===== src/rtl/u8u16_pkg.sv =====
package u8u16_pkg;

  localparam int unsigned ByteW  = 8;
  localparam int unsigned PointW = 21;
  localparam int unsigned UnitW  = 16;
  localparam int unsigned RemW   = 2;

  // Lead byte patterns: the byte matches when (byte & mask) == code.
  localparam logic [ByteW-1:0] Lead2Mask = 8'hE0;
  localparam logic [ByteW-1:0] Lead2Code = 8'hC0;
  localparam logic [ByteW-1:0] Lead3Mask = 8'hF0;
  localparam logic [ByteW-1:0] Lead3Code = 8'hE0;
  localparam logic [ByteW-1:0] Lead4Mask = 8'hF8;
  localparam logic [ByteW-1:0] Lead4Code = 8'hF0;

  // Continuations still expected after each kind of lead byte.
  localparam logic [RemW-1:0] RemNone  = 2'd0;
  localparam logic [RemW-1:0] RemLead2 = 2'd1;
  localparam logic [RemW-1:0] RemLead3 = 2'd2;
  localparam logic [RemW-1:0] RemLead4 = 2'd3;

  localparam logic [PointW-1:0] SuppBase = 21'h10000;
  localparam logic [UnitW-1:0]  HighSurr = 16'hD800;
  localparam logic [UnitW-1:0]  LowSurr  = 16'hDC00;

  // One decoded request: whether it yields output, and the unit or the pair.
  typedef struct packed {
    logic             emit;
    logic             pair;
    logic [UnitW-1:0] unit_hi;
    logic [UnitW-1:0] unit_lo;
  } dec_res_t;

endpackage


===== src/rtl/u8u16_decode.sv =====
module u8u16_decode (
  input  logic                  clk_i,
  input  logic                  rst_ni,
  input  logic                  step_i,
  input  logic [7:0]            data_byte_i,
  input  logic                  end_of_string_i,
  output u8u16_pkg::dec_res_t   res_o
);
  import u8u16_pkg::*;

  logic [PointW-1:0] acc_q, acc_d;
  logic [RemW-1:0]   rem_q, rem_d;
  logic              emit;
  logic [PointW-1:0] cp;
  logic [PointW-1:0] cp_off;

  always_comb begin
    acc_d = acc_q;
    rem_d = rem_q;
    emit  = 1'b0;
    cp    = '0;
    if (rem_q == RemNone) begin
      if ((data_byte_i & Lead2Mask) == Lead2Code) begin
        acc_d = {16'd0, data_byte_i[4:0]};
        rem_d = RemLead2;
      end else if ((data_byte_i & Lead3Mask) == Lead3Code) begin
        acc_d = {17'd0, data_byte_i[3:0]};
        rem_d = RemLead3;
      end else if ((data_byte_i & Lead4Mask) == Lead4Code) begin
        acc_d = {18'd0, data_byte_i[2:0]};
        rem_d = RemLead4;
      end else begin
        // Plain ASCII, stray continuation or invalid lead: the byte is the point.
        acc_d = '0;
        rem_d = RemNone;
        emit  = 1'b1;
        cp    = {13'd0, data_byte_i};
      end
      if (rem_d != RemNone && end_of_string_i) begin
        emit  = 1'b1;
        cp    = acc_d;
        acc_d = '0;
        rem_d = RemNone;
      end
    end else begin
      acc_d = {acc_q[PointW-7:0], data_byte_i[5:0]};
      rem_d = rem_q - 2'd1;
      if (rem_d == RemNone || end_of_string_i) begin
        emit  = 1'b1;
        cp    = acc_d;
        acc_d = '0;
        rem_d = RemNone;
      end
    end
  end

  assign cp_off = cp - SuppBase;

  always_comb begin
    res_o.emit = emit;
    res_o.pair = (cp[PointW-1:UnitW] != '0);
    if (res_o.pair) begin
      res_o.unit_hi = HighSurr + {5'd0, cp_off[PointW-1:10]};
      res_o.unit_lo = LowSurr + {6'd0, cp_off[9:0]};
    end else begin
      res_o.unit_hi = cp[UnitW-1:0];
      res_o.unit_lo = cp[UnitW-1:0];
    end
  end

  always_ff @(posedge clk_i or negedge rst_ni) begin
    if (!rst_ni) begin
      acc_q <= '0;
      rem_q <= RemNone;
    end else if (step_i) begin
      acc_q <= acc_d;
      rem_q <= rem_d;
    end
  end

endmodule


===== src/rtl/u8u16_out.sv =====
module u8u16_out (
  input  logic                  clk_i,
  input  logic                  rst_ni,
  input  logic                  load_i,
  input  u8u16_pkg::dec_res_t   res_i,
  output logic                  free_o,
  output logic                  out_valid_o,
  input  logic                  out_stall_i,
  output logic [15:0]           code_unit_o,
  output logic                  last_of_run_o
);
  import u8u16_pkg::*;

  logic             valid_q, valid_d;
  logic             phase_q, phase_d;
  logic [UnitW-1:0] hi_q, lo_q;
  logic             fire;

  // phase_q is set while the high half of a surrogate pair is on the port.
  assign fire          = valid_q && !out_stall_i;
  assign free_o        = !valid_q || (fire && !phase_q);
  assign out_valid_o   = valid_q;
  assign code_unit_o   = phase_q ? hi_q : lo_q;
  assign last_of_run_o = !phase_q;

  always_comb begin
    valid_d = valid_q;
    phase_d = phase_q;
    if (fire && phase_q) begin
      phase_d = 1'b0;
    end
    if (load_i) begin
      valid_d = 1'b1;
      phase_d = res_i.pair;
    end else if (fire && !phase_q) begin
      valid_d = 1'b0;
    end
  end

  always_ff @(posedge clk_i or negedge rst_ni) begin
    if (!rst_ni) begin
      valid_q <= 1'b0;
      phase_q <= 1'b0;
    end else begin
      valid_q <= valid_d;
      phase_q <= phase_d;
    end
  end

  always_ff @(posedge clk_i) begin
    if (load_i) begin
      hi_q <= res_i.unit_hi;
      lo_q <= res_i.unit_lo;
    end
  end

endmodule


===== src/rtl/utf8_to_utf16_transcoder.sv =====
// UTF-8 to UTF-16 transcoder.
// Input channel: one UTF-8 byte per request (data_byte_i) with end_of_string_i
// set on the last byte of a string. A request is taken when in_valid_i is high
// and in_stall_o is low.
// Output channel: one UTF-16 unit per request (code_unit_o); last_of_run_o marks
// the final unit produced by an input byte. A supplementary code point gives a
// surrogate pair, high half first, on two consecutive output requests.
// A taken byte is registered; the unit it yields is registered at the output.
// Throughput: one byte per cycle unless stalled; after a surrogate pair, the
// next byte that yields a unit waits in the input register while the low half
// is sent, as the output register sends at most one unit per cycle. Lead and
// middle bytes that do not end a string produce nothing and never wait on the
// output. When the receiver stalls, the output unit holds; the input register
// keeps decoding bytes that produce no units, and in_stall_o rises once a byte
// that needs an output slot is waiting.
// Reset clears the input and output valid flags and closes any open sequence.
module utf8_to_utf16_transcoder (
  input  logic        clk_i,
  input  logic        rst_ni,
  input  logic        in_valid_i,
  output logic        in_stall_o,
  input  logic [7:0]  data_byte_i,
  input  logic        end_of_string_i,
  output logic        out_valid_o,
  input  logic        out_stall_i,
  output logic [15:0] code_unit_o,
  output logic        last_of_run_o
);
  import u8u16_pkg::*;

  logic             in_valid_q, in_valid_d;
  logic [ByteW-1:0] byte_q;
  logic             eos_q;
  logic             accept;
  logic             advance;
  logic             out_free;
  dec_res_t         res;

  // The registered byte moves on when it yields nothing or the output has room.
  assign advance    = in_valid_q && (!res.emit || out_free);
  assign in_stall_o = in_valid_q && !advance;
  assign accept     = in_valid_i && !in_stall_o;

  always_comb begin
    in_valid_d = in_valid_q;
    if (accept) begin
      in_valid_d = 1'b1;
    end else if (advance) begin
      in_valid_d = 1'b0;
    end
  end

  always_ff @(posedge clk_i or negedge rst_ni) begin
    if (!rst_ni) begin
      in_valid_q <= 1'b0;
    end else begin
      in_valid_q <= in_valid_d;
    end
  end

  always_ff @(posedge clk_i) begin
    if (accept) begin
      byte_q <= data_byte_i;
      eos_q  <= end_of_string_i;
    end
  end

  u8u16_decode u_decode (
    .clk_i           (clk_i),
    .rst_ni          (rst_ni),
    .step_i          (advance),
    .data_byte_i     (byte_q),
    .end_of_string_i (eos_q),
    .res_o           (res)
  );

  u8u16_out u_out (
    .clk_i         (clk_i),
    .rst_ni        (rst_ni),
    .load_i        (advance && res.emit),
    .res_i         (res),
    .free_o        (out_free),
    .out_valid_o   (out_valid_o),
    .out_stall_i   (out_stall_i),
    .code_unit_o   (code_unit_o),
    .last_of_run_o (last_of_run_o)
  );

endmodule


===== config.mk =====
export PLATFORM = sky130hd
export DESIGN_NAME = utf8_to_utf16_transcoder
export DESIGN_NICKNAME = d
export VERILOG_FILES = /design/src/rtl/u8u16_pkg.sv /design/src/rtl/u8u16_decode.sv /design/src/rtl/u8u16_out.sv /design/src/rtl/utf8_to_utf16_transcoder.sv
export SDC_FILE = /design/constraint.sdc
export NUM_CORES = 1
export LEC_CHECK = 0
export BUFFER_PORTS_ARGS = -buffer_cell sky130_fd_sc_hd__buf_4
export CAP_MARGIN = 10
export CORE_MARGIN = 5
export CORE_UTILIZATION = 54
export CTS_BUF_LIST = sky130_fd_sc_hd__clkbuf_4 sky130_fd_sc_hd__clkbuf_8
export DETAILED_ROUTE_END_ITERATION = 16
export HOLD_SLACK_MARGIN = 0.02
export PLACE_DENSITY = 0.88
export SLEW_MARGIN = 20
export SYNTH_ARGS = -nofsm -noshare
export SYNTH_HDL_FRONTEND = slang
export SYNTH_SLANG_ARGS = --single-unit
export TNS_END_PERCENT = 50

===== constraint.sdc =====
create_clock -name clk_i -period 2.7 [get_ports clk_i]
set_input_delay 0.27 -clock clk_i [delete_from_list [all_inputs] [get_ports clk_i]]
set_output_delay 0.27 -clock clk_i [all_outputs]
set_load 0.1 [all_outputs]

Yosys cells after proc, flatten, opt, wreduce, memory -nomap -nowiden
Cells that the tools add are included.
{"block": "word_totals", "word_cells": 73, "register_bits": 61, "out_inout_bits": 19}
{"block": "classes", "n_reduce_logical": 24, "n_eq_ne": 3, "muxes": 33, "add_sub_neg": 4}
{"operator": "$mux 21", "n": 7}
{"operator": "$mux 15", "n": 3}
{"operator": "$mux 32", "n": 1}
{"operator": "$sub 21x17->21 const B", "n": 1}
{"operator": "$add 15x11->16 const A", "n": 1}
{"operator": "$add 15x12->16 const A", "n": 1}
{"operator": "$mux 16", "n": 1}
{"operator": "$mux 2", "n": 7}
{"operator": "$mux 1", "n": 12}
{"operator": "$logic_and 1x1->1", "n": 8}
{"operator": "$mux 8", "n": 1}
{"operator": "$reduce_bool 2->1", "n": 4}
{"operator": "$logic_not 1->1", "n": 6}
{"operator": "$eq 5x5->1 const B", "n": 1}
{"operator": "$reduce_bool 5->1", "n": 1}
{"operator": "$eq 4x4->1 const B", "n": 1}
{"operator": "$logic_not 2->1", "n": 2}
{"operator": "$eq 3x3->1 const B", "n": 1}
{"operator": "$logic_or 1x1->1", "n": 3}
{"operator": "$mux 3", "n": 1}
{"operator": "$sub 2x1->2 const B", "n": 1}

Longest topological paths before layout
{"block": "depth", "ltp_word": 17, "ltp_mapped": 11, "ltp_nobuf": 8}

Cells and area by module
From an unflattened synthesis, not the netlist that was laid out.
{"block": "hier_totals", "cells_unflattened": 233, "area_unflattened_um2": 2949.1}
{"mod": "u8u16_out", "instances": 1, "cells_each": 58, "area_each_um2": 1305.0, "seq_area_each_um2": 1011.0}
{"mod": "u8u16_decode", "instances": 1, "cells_each": 158, "area_each_um2": 1293.7, "seq_area_each_um2": 425.4}
{"mod": "utf8_to_utf16_transcoder", "instances": 1, "cells_each": 17, "area_each_um2": 350.3, "seq_area_each_um2": 295.3}

Worst setup path before layout
OpenSTA, ideal clock, no wires.
{"block": "synth_path", "path_kind": "reg-to-reg", "from": "register u_out.valid_q (netlist: u_out.out_valid_o)", "to": "register byte_q[0] (enable)", "stages_incl_launch_ff": 4, "t_arrival_ps": 3242, "path_slack_ps": -935, "t_required_ps": 2307, "cell_sequence": "dfrtp_1 -> o21ai_0 -> nor2_1 -> nor2b_1"}
{"block": "synth_between", "elab_chain_cells": 9, "word_cells_on_any_way": 10}
{"element": "start, declared", "line": "u8u16_out.sv:14", "source": "logic valid_q, valid_d;"}
{"element": "start signal, assigned", "line": "u8u16_out.sv:45", "source": "valid_q <= valid_d;"}
{"element": "$logic_and 1x1->1", "line": "u8u16_out.sv:20", "source": "assign fire = valid_q && !out_stall_i;"}
{"element": "$logic_and 1x1->1", "line": "u8u16_out.sv:21", "source": "assign free_o = !valid_q || (fire && !phase_q);"}
{"element": "$logic_or 1x1->1 (*)", "line": "u8u16_out.sv:21"}
{"element": "$logic_or 1x1->1 (*)", "line": "utf8_to_utf16_transcoder.sv:40", "source": "assign advance = in_valid_q && (!res.emit || out_free);"}
{"element": "$logic_and 1x1->1 (*)", "line": "utf8_to_utf16_transcoder.sv:40"}
{"element": "$logic_not 1->1 (*)", "line": "utf8_to_utf16_transcoder.sv:41", "source": "assign in_stall_o = in_valid_q && !advance;"}
{"element": "$logic_and 1x1->1 (*)", "line": "utf8_to_utf16_transcoder.sv:41"}
{"element": "named net in_stall_o", "line": "utf8_to_utf16_transcoder.sv:21", "source": "output logic in_stall_o,"}
{"element": "$logic_not 1->1 (*)", "line": "utf8_to_utf16_transcoder.sv:42", "source": "assign accept = in_valid_i && !in_stall_o;"}
{"element": "$logic_and 1x1->1 (*)", "line": "utf8_to_utf16_transcoder.sv:42"}
{"element": "named net accept", "line": "utf8_to_utf16_transcoder.sv:34", "source": "logic accept;"}
{"element": "end signal, assigned", "line": "utf8_to_utf16_transcoder.sv:63", "source": "byte_q <= data_byte_i;"}
{"element": "end, declared", "line": "utf8_to_utf16_transcoder.sv:32", "source": "logic [ByteW-1:0] byte_q;"}
The timed path passes the listed nets; every way through them passes the cells marked *.
A chain may end at the register's enable or synchronous reset.

Final worst setup path
{"block": "layout_path", "from": "register u_decode.rem_q[0]", "to": "output in_stall_o"}
{"block": "layout_between", "elab_chain_cells": 10, "word_cells_on_any_way": 11}
{"element": "start, declared", "line": "u8u16_decode.sv:12", "source": "logic [RemW-1:0] rem_q, rem_d;"}
{"element": "start signal, assigned", "line": "u8u16_decode.sv:74", "source": "rem_q <= RemNone;"}
{"element": "start signal, assigned", "line": "u8u16_decode.sv:77", "source": "rem_q <= rem_d;"}
{"element": "$sub 2x1->2", "line": "u8u16_decode.sv:47", "source": "rem_d = rem_q - 2'd1;"}
{"element": "$logic_not 2->1", "line": "u8u16_decode.sv:48", "source": "if (rem_d == RemNone || end_of_string_i) begin"}
{"element": "$logic_or 1x1->1", "line": "u8u16_decode.sv:48"}
{"element": "$mux 1", "line": "u8u16_decode.sv:48"}
{"element": "$mux 1 (*)", "line": "u8u16_decode.sv:22", "source": "if (rem_q == RemNone) begin"}
{"element": "$logic_not 1->1 (*)", "line": "utf8_to_utf16_transcoder.sv:40"}
{"element": "$logic_or 1x1->1 (*)", "line": "utf8_to_utf16_transcoder.sv:40"}
{"element": "$logic_and 1x1->1 (*)", "line": "utf8_to_utf16_transcoder.sv:40"}
{"element": "$logic_not 1->1 (*)", "line": "utf8_to_utf16_transcoder.sv:41"}
{"element": "$logic_and 1x1->1 (*)", "line": "utf8_to_utf16_transcoder.sv:41"}
{"element": "end, declared", "line": "utf8_to_utf16_transcoder.sv:21"}
Every way passes the cells marked *; elsewhere a longest branch is shown, timed or not.

==> metrics.cfg <==
[status]
status=finished, final reports clean

[power_and_ir_drop]
ir_worst_vdd_mv=0.575
powerDensity_nw_per_um2=1090
total_power_mw=3.34
p_leak_nw=1.37

[logic_synthesis]
synth_top_cells_by_count=edfxtp_1, nand2_1, dfrtp_1, mux2_2
ys_seq_elements=56
synth_area_leaders=edfxtp_1, dfrtp_1, mux2_2
seq_area_frac_synth_pct=59.6
synth_top_area_share_pct=40.7
synth_edf_count=36
ys_warn_count=0
ys.flop_type=edfxtp_1
syn_inst=211
ys_types=45
synth_area_leader_cell=edfxtp_1
synthArstFlopShare_pct=35.7
syn-num-nets=227
syn_area_um2=2650
synth.most_common_cell=edfxtp_1
avgSynthCellArea_um2=12.6

[critical_path]
critical-path-slowest-cell=o211ai_1
cp-end-kind=primary output
slowest_delay_ns=0.49
path_max_fanout=9
worst_path_most_repeated_cell=buf_4
path_cells=inv_1 -> ha_1 -> buf_4 -> nand4b_2 -> o211ai_1 -> nor2_4 -> buf_4
start_kind=flop
critical_path_class=flop to primary output
cp_num_buf_inv=3
crit_required_ns=2.43
critPathTopFamily=buffers and inverters
arrival_ns=2.18

[timing]
min_period_ns=2.45
worstMarginPinSlew_ns=0.520
post-route-period-util_pct=90.8
rsz0062_at_grt=no
hold_viol_final=0
fin_worst_skew_ns=0.0122
maxSlewViolCount=0
finalWorstSetupSlack_ns=0.249
setup_viol=0
slew_headroom_pct=65.2
holdWs_ns=0.131
finalSetupTns_ns=0
max_freq_ghz=0.408

[finish]
drive_above_1_share_pct=28.7
instances_no_fill=311
nets=259
final_area_um2=3060
syn_to_final_growth_pct=15.4
insertedDiodeCount=0
finish.utilization_pct=64.4

[die]
io_pins=32
initial_utilization_pct=55.8
die_h_um=80.1
dieArea_um2=6420
die_w_um=80.1
rows=25
core_area_um2=4750

[hold_path]
hold_class=input pin to flop

[grt]
gr-usage-all-layers_pct=16.7
antenna_found_initial=0
grt_pass1_vias=1652
overflow=0
grt_pass1_wl_mm=8.14
grt_max_degree=29

[cts]
insertion_delay_ns=0.31
cts_setup_buffers=0
cts-root-buf=clkbuf_8
cts_sinks=56
tritoncts=yes
htree_levels=2
cts_buffers=5
cts_buffer_depth=2
clk_pin_slew_ns=0.09

[place]
hpwl_mm=3.52
dpl.cell_count=302
place_area_um2=2940
gp_congestion=0.893
dpl_worst_slack_ns=0.295
io_buffer_count=31

[flow_run]
cap_viol_max_count=0

[route]
wire_per_inst_um=15.5
drt_iter0_drc=121
drc=0
drt-pass1-iter-count=4
ant_nets=0
vias=1736
drt-total-wl_mm=4.82
vias_per_cell=5.58

cell families (layout without fill, tap and decap cells):
logic type / Yosys count / after routing / synth area share [%]
muxes: 16 / 16 / 6.69
buffers and inverters: 19 / 52 / 4.24
DFF: 56 / 56 / 59.6
AOI/OAI and AO/OA: 45 / 45 / 13.4
and+or+nand+nor: 70 / 70 / 14.0
adders and majority gates: 3 / 3 / 1.41
xor gates and xnor gates: 2 / 2 / 0.660
where the power goes:
| part | switching, mW | total (mW) | internal, mW | leakage [nW] |
|---|---|---|---|---|
| Sequential | 0.123 | 1.32 | 1.20 | 0.619 |
| Clock | 0.263 | 0.537 | 0.275 | 0.0541 |
| Combinational | 1.07 | 1.48 | 0.409 | 0.696 |
| Total | 1.46 | 3.34 | 1.88 | 1.37 |
worst paths after layout:
check / start / end / slack, ns / cells after the start
min reg2reg: u_decode.acc_q[9] / u_decode.acc_q[9] / 0.52 / 1
min in group asynchronous: rst_ni / u_decode.acc_q[10] / 0.35 / 2
max reg2reg: u_decode.rem_q[0] / byte_q[6] / 0.31 / 8
max in group asynchronous: rst_ni / u_out.out_valid_o / 2.12 / 2
min: data_byte_i[7] / byte_q[7] / 0.13 / 1
max: u_decode.rem_q[0] / in_stall_o / 0.25 / 7
worst register-to-register path, cell delays in order, from the launching register on:
cell and delay, ns:
dfrtp_1 0.42, inv_1 0.07, ha_1 0.21, buf_4 0.18
nand4b_2 0.19, o211ai_1 0.49, nor2_4 0.06, nor2b_1 0.28
buf_4 0.21
what timing repair did:
item                                    4_1_cts  5_1_grt
hold endpoints to repair                     20        0
hold buffers                                  1        0
gates resized for setup                       0        0
endpoints found under the setup margin        0        0
layout make-up:
class / instances / area [µm²]
Inverter: 5 / 18.8
Sequential cell: 56 / 1580
Fill cell: 397 / 1690
Tap cell: 67 / 83.8
Timing Repair Buffer: 39 / 295
Clock buffer: 5 / 68.8
Clock inverter: 3 / 42.5
Multi-Input combinational cell: 136 / 970
state kept, by name, summed over array words and instances (netlist names):
name               cells
u_out.hi_q            16
u_decode.acc_q        15
u_out.lo_q            11
byte_q                 8
u_decode.rem_q         2
eos_q                  1
in_valid_q             1
u_out.out_valid_o      1
u_out.phase_q          1
routing by layer:
layer	up-vias	share of wire [%]	global-route usage (%)
met5	-	0	0
met4	0	2.3	6.93
met3	11	7.0	3.70
met2	50	49	25.5
met1	840	42	22.9
li1	835	-	-
cells in the final DEF, fill, tap and decap left out, drive strengths merged, types with 2 or more instances in the layout:
master and n:
dfrtp 20, buf 38, nor3 3, nand3 8
a21oi 4, ha 3, mux2 14, clkbuf 5
o2bb2ai 2, o21a 2, or3 2, nand2b 2
a32o 5, o21ai 10, o211ai 2, and2 8
inv 5, nor2b 3, nand2 23, mux2i 2
a21o 12, and3 12, edfxtp 36, nor2 5
(Power assumes the default switching activity.)
